### config.mk
export PLATFORM = sky130hd
export DESIGN_NAME = two_channel_trimmed_mean_adc_filter
export DESIGN_NICKNAME = d
export VERILOG_FILES = /design/src/design/tmadc_pkg.sv /design/src/design/two_channel_trimmed_mean_adc_filter.sv /design/src/design/tmadc_front.sv /design/src/design/tmadc_queue.sv /design/src/design/tmadc_divider.sv
export SDC_FILE = /design/constraint.sdc
export NUM_CORES = 1
export LEC_CHECK = 0
export BUFFER_PORTS_ARGS = -buffer_cell sky130_fd_sc_hd__buf_2
export CAP_MARGIN = 20
export CORE_ASPECT_RATIO = 1.2
export CORE_MARGIN = 1
export CORE_UTILIZATION = 45
export CTS_BUF_LIST = sky130_fd_sc_hd__clkbuf_2
export CTS_CLUSTER_SIZE = 25
export DETAILED_ROUTE_END_ITERATION = 8
export GPL_ROUTABILITY_DRIVEN = 0
export SLEW_MARGIN = 20
export SYNTH_ARGS = -nofsm -noshare
export SYNTH_HDL_FRONTEND = slang
export SYNTH_SLANG_ARGS = --single-unit
### constraint.sdc
create_clock -name clk_i -period 9.1 [get_ports clk_i]
set_input_delay 1.82 -clock clk_i [delete_from_list [all_inputs] [get_ports clk_i]]
set_output_delay 1.82 -clock clk_i [all_outputs]
set_load 0.03 [all_outputs]
### src/design/tmadc_pkg.sv
// Shared constants and types of the two-channel trimmed-mean ADC filter.
package tmadc_pkg;

  localparam int unsigned SAMPLES_PER_CHANNEL = 8;
  localparam int unsigned SAMPLE_BITS = 12;

  localparam int unsigned IN_W = 12;
  localparam int unsigned OUT_W = 12;
  localparam int unsigned SMP_W = (SAMPLE_BITS < IN_W) ? SAMPLE_BITS : IN_W;
  localparam int unsigned SCAN_LEN = 2 * SAMPLES_PER_CHANNEL;
  localparam int unsigned POS_W = $clog2(SCAN_LEN);
  localparam int unsigned SUM_W = SMP_W + $clog2(SAMPLES_PER_CHANNEL);
  localparam int unsigned DIV = SAMPLES_PER_CHANNEL - 2;
  localparam int unsigned DIV_W = (DIV < 2) ? 1 : $clog2(DIV + 1);
  localparam int unsigned RECIP_SH = SUM_W + DIV_W;
  localparam longint unsigned RECIP = ((64'd1 << RECIP_SH) + DIV - 1) / DIV;
  localparam int unsigned RECIP_W = RECIP_SH + 1;
  localparam int unsigned PROD_W = SUM_W + RECIP_W;
  localparam int unsigned Q_DEPTH = 2;
  localparam int unsigned QPTR_W = $clog2(Q_DEPTH);
  localparam int unsigned QCNT_W = $clog2(Q_DEPTH + 1);

  typedef struct packed {
    logic [SUM_W-1:0] temp_rest;
    logic [SUM_W-1:0] sense_rest;
  } scan_word_t;

  typedef struct packed {
    logic push;
    logic pop;
    logic full;
    logic empty;
  } queue_ctl_t;

endpackage

### src/design/two_channel_trimmed_mean_adc_filter.sv
// Top level of the two-channel trimmed-mean ADC filter.
//
// One sample word is taken per clock while busy is low; a scan is 2 * SAMPLES_PER_CHANNEL
// words, temperature first in each pair. Both trimmed means of a scan appear on the result
// ports and are held there; done_o marks them for one cycle. The word of a finished scan is
// written into the queue; from there the back part divides both channels by
// SAMPLES_PER_CHANNEL - 2 with a reciprocal multiply and registers the means with done_o.
// The back part takes a waiting word from the two-word queue in every cycle, so the queue
// never fills and busy, which is high only while it is full, stays low. The receiver cannot
// stall and must take each result in its cycle.
module two_channel_trimmed_mean_adc_filter (
  input  logic                        clk_i,
  input  logic                        rst_ni,
  input  logic                        start,
  output logic                        busy,
  input  logic [tmadc_pkg::IN_W-1:0]  sample_i,
  output logic                        done_o,
  output logic [tmadc_pkg::OUT_W-1:0] temp_filtered_o,
  output logic [tmadc_pkg::OUT_W-1:0] sense_filtered_o
);

  tmadc_pkg::queue_ctl_t ctl;
  tmadc_pkg::scan_word_t front_word, back_word;
  logic                  accept;

  assign accept = start && !busy;
  assign busy   = ctl.full;

  tmadc_front u_front (
    .clk_i    (clk_i),
    .rst_ni   (rst_ni),
    .accept_i (accept),
    .sample_i (sample_i[tmadc_pkg::SMP_W-1:0]),
    .push_o   (ctl.push),
    .word_o   (front_word)
  );

  tmadc_queue u_queue (
    .clk_i   (clk_i),
    .rst_ni  (rst_ni),
    .push_i  (ctl.push),
    .word_i  (front_word),
    .pop_i   (ctl.pop),
    .word_o  (back_word),
    .full_o  (ctl.full),
    .empty_o (ctl.empty)
  );

  tmadc_divider u_divider (
    .clk_i            (clk_i),
    .rst_ni           (rst_ni),
    .empty_i          (ctl.empty),
    .word_i           (back_word),
    .pop_o            (ctl.pop),
    .done_o           (done_o),
    .temp_filtered_o  (temp_filtered_o),
    .sense_filtered_o (sense_filtered_o)
  );

  a_no_overflow: assert property (@(posedge clk_i) disable iff (!rst_ni)
    !(ctl.push && ctl.full))
    else $error("Scan word pushed into a full queue.");

  a_pop_nonempty: assert property (@(posedge clk_i) disable iff (!rst_ni)
    !(ctl.pop && ctl.empty))
    else $error("Divider started on an empty queue.");

  a_done_spacing: assert property (@(posedge clk_i) disable iff (!rst_ni)
    done_o |=> !done_o)
    else $error("Results issued on consecutive cycles.");

  a_pop_after_done: assert property (@(posedge clk_i) disable iff (!rst_ni)
    (done_o && !ctl.empty) |-> ctl.pop)
    else $error("Divider idle while a scan word waits.");

endmodule

### src/design/tmadc_front.sv
// Front part: folds samples into per-channel sum, minimum and maximum.
module tmadc_front (
  input  logic                            clk_i,
  input  logic                            rst_ni,
  input  logic                            accept_i,
  input  logic [tmadc_pkg::SMP_W-1:0]     sample_i,
  output logic                            push_o,
  output tmadc_pkg::scan_word_t           word_o
);

  logic [tmadc_pkg::POS_W-1:0] pos_q, pos_d;
  logic [tmadc_pkg::SUM_W-1:0] t_sum_q, t_sum_d, s_sum_q, s_sum_d;
  logic [tmadc_pkg::SMP_W-1:0] t_lo_q, t_lo_d, t_hi_q, t_hi_d;
  logic [tmadc_pkg::SMP_W-1:0] s_lo_q, s_lo_d, s_hi_q, s_hi_d;
  logic                        odd, first, last;
  logic [tmadc_pkg::SUM_W-1:0] smp_ext;

  assign odd     = pos_q[0];
  assign first   = (pos_q[tmadc_pkg::POS_W-1:1] == '0);
  assign last    = (pos_q == tmadc_pkg::POS_W'(tmadc_pkg::SCAN_LEN - 1));
  assign smp_ext = tmadc_pkg::SUM_W'(sample_i);

  always_comb begin
    pos_d   = pos_q;
    t_sum_d = t_sum_q;
    t_lo_d  = t_lo_q;
    t_hi_d  = t_hi_q;
    s_sum_d = s_sum_q;
    s_lo_d  = s_lo_q;
    s_hi_d  = s_hi_q;
    if (accept_i) begin
      pos_d = last ? '0 : pos_q + tmadc_pkg::POS_W'(1);
      if (!odd) begin
        if (first) begin
          t_sum_d = smp_ext;
          t_lo_d  = sample_i;
          t_hi_d  = sample_i;
        end else begin
          t_sum_d = t_sum_q + smp_ext;
          if (sample_i < t_lo_q) t_lo_d = sample_i;
          if (sample_i > t_hi_q) t_hi_d = sample_i;
        end
      end else begin
        if (first) begin
          s_sum_d = smp_ext;
          s_lo_d  = sample_i;
          s_hi_d  = sample_i;
        end else begin
          s_sum_d = s_sum_q + smp_ext;
          if (sample_i < s_lo_q) s_lo_d = sample_i;
          if (sample_i > s_hi_q) s_hi_d = sample_i;
        end
      end
    end
  end

  assign push_o = accept_i && last;
  assign word_o.temp_rest = t_sum_q - tmadc_pkg::SUM_W'(t_lo_q) - tmadc_pkg::SUM_W'(t_hi_q);
  assign word_o.sense_rest = s_sum_d - tmadc_pkg::SUM_W'(s_lo_d) - tmadc_pkg::SUM_W'(s_hi_d);

  always_ff @(posedge clk_i or negedge rst_ni) begin
    if (!rst_ni) begin
      pos_q   <= '0;
      t_sum_q <= '0;
      t_lo_q  <= '0;
      t_hi_q  <= '0;
      s_sum_q <= '0;
      s_lo_q  <= '0;
      s_hi_q  <= '0;
    end else begin
      pos_q   <= pos_d;
      t_sum_q <= t_sum_d;
      t_lo_q  <= t_lo_d;
      t_hi_q  <= t_hi_d;
      s_sum_q <= s_sum_d;
      s_lo_q  <= s_lo_d;
      s_hi_q  <= s_hi_d;
    end
  end

endmodule

### src/design/tmadc_queue.sv
// Two-word queue between the accumulating front and the dividing back.
module tmadc_queue (
  input  logic                  clk_i,
  input  logic                  rst_ni,
  input  logic                  push_i,
  input  tmadc_pkg::scan_word_t word_i,
  input  logic                  pop_i,
  output tmadc_pkg::scan_word_t word_o,
  output logic                  full_o,
  output logic                  empty_o
);

  tmadc_pkg::scan_word_t         mem_q [tmadc_pkg::Q_DEPTH];
  logic [tmadc_pkg::QPTR_W-1:0]  wr_q, wr_d, rd_q, rd_d;
  logic [tmadc_pkg::QCNT_W-1:0]  cnt_q, cnt_d;
  logic                          do_push, do_pop;

  assign full_o  = (cnt_q == tmadc_pkg::QCNT_W'(tmadc_pkg::Q_DEPTH));
  assign empty_o = (cnt_q == '0);
  assign do_push = push_i && !full_o;
  assign do_pop  = pop_i && !empty_o;
  assign word_o  = mem_q[rd_q];

  always_comb begin
    wr_d  = wr_q;
    rd_d  = rd_q;
    cnt_d = cnt_q;
    if (do_push) begin
      wr_d = (wr_q == tmadc_pkg::QPTR_W'(tmadc_pkg::Q_DEPTH - 1)) ? '0
           : wr_q + tmadc_pkg::QPTR_W'(1);
    end
    if (do_pop) begin
      rd_d = (rd_q == tmadc_pkg::QPTR_W'(tmadc_pkg::Q_DEPTH - 1)) ? '0
           : rd_q + tmadc_pkg::QPTR_W'(1);
    end
    if (do_push && !do_pop) cnt_d = cnt_q + tmadc_pkg::QCNT_W'(1);
    if (do_pop && !do_push) cnt_d = cnt_q - tmadc_pkg::QCNT_W'(1);
  end

  always_ff @(posedge clk_i) begin
    if (do_push) mem_q[wr_q] <= word_i;
  end

  always_ff @(posedge clk_i or negedge rst_ni) begin
    if (!rst_ni) begin
      wr_q  <= '0;
      rd_q  <= '0;
      cnt_q <= '0;
    end else begin
      wr_q  <= wr_d;
      rd_q  <= rd_d;
      cnt_q <= cnt_d;
    end
  end

endmodule

### src/design/tmadc_divider.sv
// Back part: divides both channel remainders by the kept count with a reciprocal multiply.
module tmadc_divider (
  input  logic                        clk_i,
  input  logic                        rst_ni,
  input  logic                        empty_i,
  input  tmadc_pkg::scan_word_t       word_i,
  output logic                        pop_o,
  output logic                        done_o,
  output logic [tmadc_pkg::OUT_W-1:0] temp_filtered_o,
  output logic [tmadc_pkg::OUT_W-1:0] sense_filtered_o
);

  localparam logic [tmadc_pkg::RECIP_W-1:0] RecipC =
    tmadc_pkg::RECIP_W'(tmadc_pkg::RECIP);

  logic [tmadc_pkg::PROD_W-1:0] t_prod, s_prod;
  logic [tmadc_pkg::OUT_W-1:0]  t_out_q, t_out_d, s_out_q, s_out_d;
  logic                         done_q, done_d;

  assign pop_o  = !empty_i;
  assign t_prod = tmadc_pkg::PROD_W'(word_i.temp_rest) * tmadc_pkg::PROD_W'(RecipC);
  assign s_prod = tmadc_pkg::PROD_W'(word_i.sense_rest) * tmadc_pkg::PROD_W'(RecipC);

  always_comb begin
    done_d  = pop_o;
    t_out_d = t_out_q;
    s_out_d = s_out_q;
    if (pop_o) begin
      t_out_d = tmadc_pkg::OUT_W'(t_prod >> tmadc_pkg::RECIP_SH);
      s_out_d = tmadc_pkg::OUT_W'(s_prod >> tmadc_pkg::RECIP_SH);
    end
  end

  always_ff @(posedge clk_i or negedge rst_ni) begin
    if (!rst_ni) begin
      done_q  <= 1'b0;
      t_out_q <= '0;
      s_out_q <= '0;
    end else begin
      done_q  <= done_d;
      t_out_q <= t_out_d;
      s_out_q <= s_out_d;
    end
  end

  assign done_o           = done_q;
  assign temp_filtered_o  = t_out_q;
  assign sense_filtered_o = s_out_q;

endmodule

==> impl_metrics.py <==
metrics = {
    "timing": {
        "tns_ps": 0,
        "min_period_over_period": 0.771,
        "fin_hold_ws_ps": 516,
        "fmaxAchievable_mhz": 142,
        "hold_viol": 0,
        "skew_ps": 61.5,
        "setup_viol": 0,
        "rsz0062_at_grt": "false",
        "min_period_ps": 7020,
        "maxSlewViolCount": 0,
        "worst_slew_pin_slew_ps": 985,
        "slew_headroom": 0.344,
    },
    "critical_path": {
        "path_max_fanout": 21,
        "crit_slowest_cell": "dfrtp_1",
        "cpMostUsedCell": "fa_1",
        "critical_path_arrival_ps": 7690,
        "rrSetupSlack_ps": 2080,
        "crit_type": "reg2reg",
        "cp_num_buf_inv": 5,
        "cpPeakStageDelay_ps": 980,
        "cpLargestDelayFamily": "adder cells",
        "crit_chain": "buf_4 > mux2_2 > ha_1 > fa_1 > inv_1 > fa_1 > inv_1 > fa_1 > inv_1 > fa_1 > inv_1 > fa_1 > ha_1 > nand4_1 > nor2_1 > o2111ai_1 > a31oi_1 > o211ai_2 > o21ai_1 > a311oi_1 > xnor2_1 > a21oi_1",
        "required_ps": 9780,
        "cp-start-kind": "register",
        "cp-end-kind": "register",
    },
    "route": {
        "drc_errors": 0,
        "routed_wl_um": 35400,
        "viasPerCell": 5.25,
        "wl_per_cell_um": 16.3,
        "drt_iter0_drc": 409,
        "antenna_left": 0,
        "first_pass_iters": 4,
        "vias": 11400,
    },
    "finish": {
        "area_growth_pct": 5.95,
        "fin_nets": 2148,
        "final_util": 0.487,
        "fin_area_um2": 18100,
        "drive_gt1_frac": 0.0717,
    },
    "grt": {
        "track_usage": 0.193,
        "grt_overflow": 0,
        "antenna_found_initial": 4,
        "grt_pass1_vias": 12000,
        "grt_pass1_wl_um": 59800,
        "grt_max_degree": 74,
    },
    "place": {
        "placed_area_um2": 17900,
        "hpwlAfterDp_um": 29200,
        "port_buffers": 40,
    },
    "cts": {
        "clkLatencyLatePin_ps": 800,
        "cts_tree": "built",
        "htree_levels": 4,
        "postCtsHoldBufs": 0,
        "post_cts_buffers": 0,
        "cts.clk_slew.worst_paths_ps": 290,
        "clock_sinks": 171,
        "cts_buffers": 17,
        "clk_path_buf_depth": 2,
        "clockRootBuffer": "clkbuf_2",
        "cts.repair.resized": 0,
    },
    "yosys": {
        "seq_area_frac_synth": 0.268,
        "yosysWarnings": 0,
        "async_reset_ff_frac": 0.649,
        "netlist_instances": 1645,
        "synth_area_per_cell_um2": 10.4,
        "synth_edf_count": 60,
        "synth_nets": 2105,
        "synthesis.area_um2": 17100,
        "synth.distinct_cells": 67,
        "ys_ff_latch": 171,
        "synth-main-ff-cell": "dfrtp_1",
    },
    "outcome": {
        "status": "completed",
    },
    "floorplanning": {
        "rows": 77,
        "initial_core_util": 0.460,
        "core_area_um2": 37200,
        "fp.dieH_um": 216,
        "die_area_um2": 38800,
        "io_pins": 41,
        "die_w_um": 180,
    },
    "hold_path": {
        "hold_path_class": "reg2reg",
    },
    "flow_run": {
        "drv_cap": 0,
    },
}
[cell families after synthesis]
| family | Yosys count | share of synthesized area |
|---|---|---|
| DFF | 171 | 0.268 |
| adders and majority gates | 445 | 0.386 |
| AOI/OAI and AO/OA | 296 | 0.110 |
| and+or+nand+nor | 278 | 0.0781 |
| buffers and inverters | 296 | 0.0654 |
| xor gates and xnor gates | 81 | 0.0415 |
| muxes | 78 | 0.0505 |
[cell type report]
type / instances / area (µm²)
inverters: 268 / 1010
repair buffers: 52 / 293
multi-input cells: 1178 / 11400
clock inverters: 14 / 144
flip-flops and latches: 171 / 4580
well taps: 474 / 593
diodes: 1 / 2.50
clock buffers: 18 / 90.1
fillers: 3448 / 19100
[state kept, by name, indices dropped and copies added, names as in the netlist]
signal	count
u_front.t_hi_q	12
u_queue.rd_q	1
u_divider.done_o	1
u_divider.temp_filtered_o	12
u_front.s_lo_q	12
u_queue.mem_q	60
u_front.t_lo_q	12
u_front.s_sum_q	15
u_queue.cnt_q	2
u_front.t_sum_q	15
u_queue.wr_q	1
u_front.pos_q	4
u_divider.sense_filtered_o	12
u_front.s_hi_q	12
[metrics by stage]
| stage | std cells | setup slack [ps] |
|---|---|---|
| 3_5_place_dp | 2143 | 2030 |
| 5_1_grt | 2176 | 1610 |
| 4_1_cts | 2175 | 1960 |
| 2_1_floorplan | 1645 | 2560 |
| 3_3_place_gp | 2143 | 2160 |
| 6_report | 2176 | 2080 |
[layer usage]
layer | routed length (µm) | global-route usage | part of all wire | vias up
met3 | 604 | 0.0243 | 0.017 | 42
met2 | 17000 | 0.337 | 0.48 | 103
li1 | - | - | - | 5707
met5 | 41 | 0 | 0.0012 | -
met4 | 636 | 0.0511 | 0.018 | 6
met1 | 17100 | 0.252 | 0.48 | 5566
[path summary, 6_finish.rpt]
path	start	end	cells after the start
setup / recovery	u_queue.rd_q	u_divider.sense_filtered_o[11]	22
hold / removal	u_divider.temp_filtered_o[7]	u_divider.temp_filtered_o[7]	1
setup reg to reg	u_queue.rd_q	u_divider.sense_filtered_o[11]	22
hold reg to reg	u_divider.temp_filtered_o[7]	u_divider.temp_filtered_o[7]	1
max in group asynchronous	rst_ni	u_front.t_lo_q[0]	2
min in group asynchronous	rst_ni	u_front.t_hi_q[4]	1
[worst reg2reg max path: cells and delay by family, from the launching register on]
kind                     cells  cell delay (ps)
adder cells (fa/ha/maj)      7             3280
AO/OA/AOI/OAI                6             1310
flip-flops                   1              980
buffers and inverters        5              550
multiplexers                 1              390
AND/OR/NAND/NOR              2              250
XOR/XNOR                     1              150
[Yosys cell counts (all sizes together) (10+ instances only)]
master / number / area (µm²)
ha: 306 / 3830
inv: 267 / 1000
fa: 139 / 2780
dfrtp: 111 / 2780
a21oi: 91 / 459
nor2: 81 / 304
nand2: 76 / 285
o21ai: 69 / 345
mux2: 67 / 754
edfxtp: 60 / 1800
xnor2: 54 / 473
a21o: 32 / 240
xor2: 27 / 236
o21a: 23 / 173
clkbuf: 20 / 75.1
nand3: 19 / 95.1
nor3: 19 / 95.1
nor2b: 16 / 100
nand2b: 15 / 93.8
mux2i: 11 / 110
o211ai: 11 / 92.6
a21boi: 10 / 75.1
[cell usage in the layout (no fill, tap or decap), drive strengths merged, types with 7 or more instances in the layout]
| cell type | synthesis | routed |
|---|---|---|
| a211oi | 7 | 7 |
| a21boi | 10 | 10 |
| o211ai | 11 | 11 |
| and2 | 9 | 9 |
| nor3 | 19 | 19 |
| fa | 139 | 139 |
| nor2b | 16 | 16 |
| mux2i | 11 | 11 |
| dfrtp | 111 | 111 |
| nand3 | 19 | 19 |
| o21a | 23 | 23 |
| inv | 267 | 272 |
| nand2b | 15 | 15 |
| a21o | 32 | 32 |
| a21oi | 91 | 91 |
| o21ai | 69 | 69 |
| nor2 | 81 | 81 |
| xor2 | 27 | 27 |
| edfxtp | 60 | 60 |
| nand4 | 9 | 9 |
| nand2 | 76 | 76 |
| clkinv | 1 | 7 |
| and3 | 8 | 8 |
| clkbuf | 20 | 18 |
| a31oi | 9 | 9 |
| ha | 306 | 306 |
| buf | 8 | 52 |
| xnor2 | 54 | 54 |
| mux2 | 67 | 67 |
Power is not shown: default switching activity piles up to over one toggle a cycle in this logic, so the estimate is an artifact.
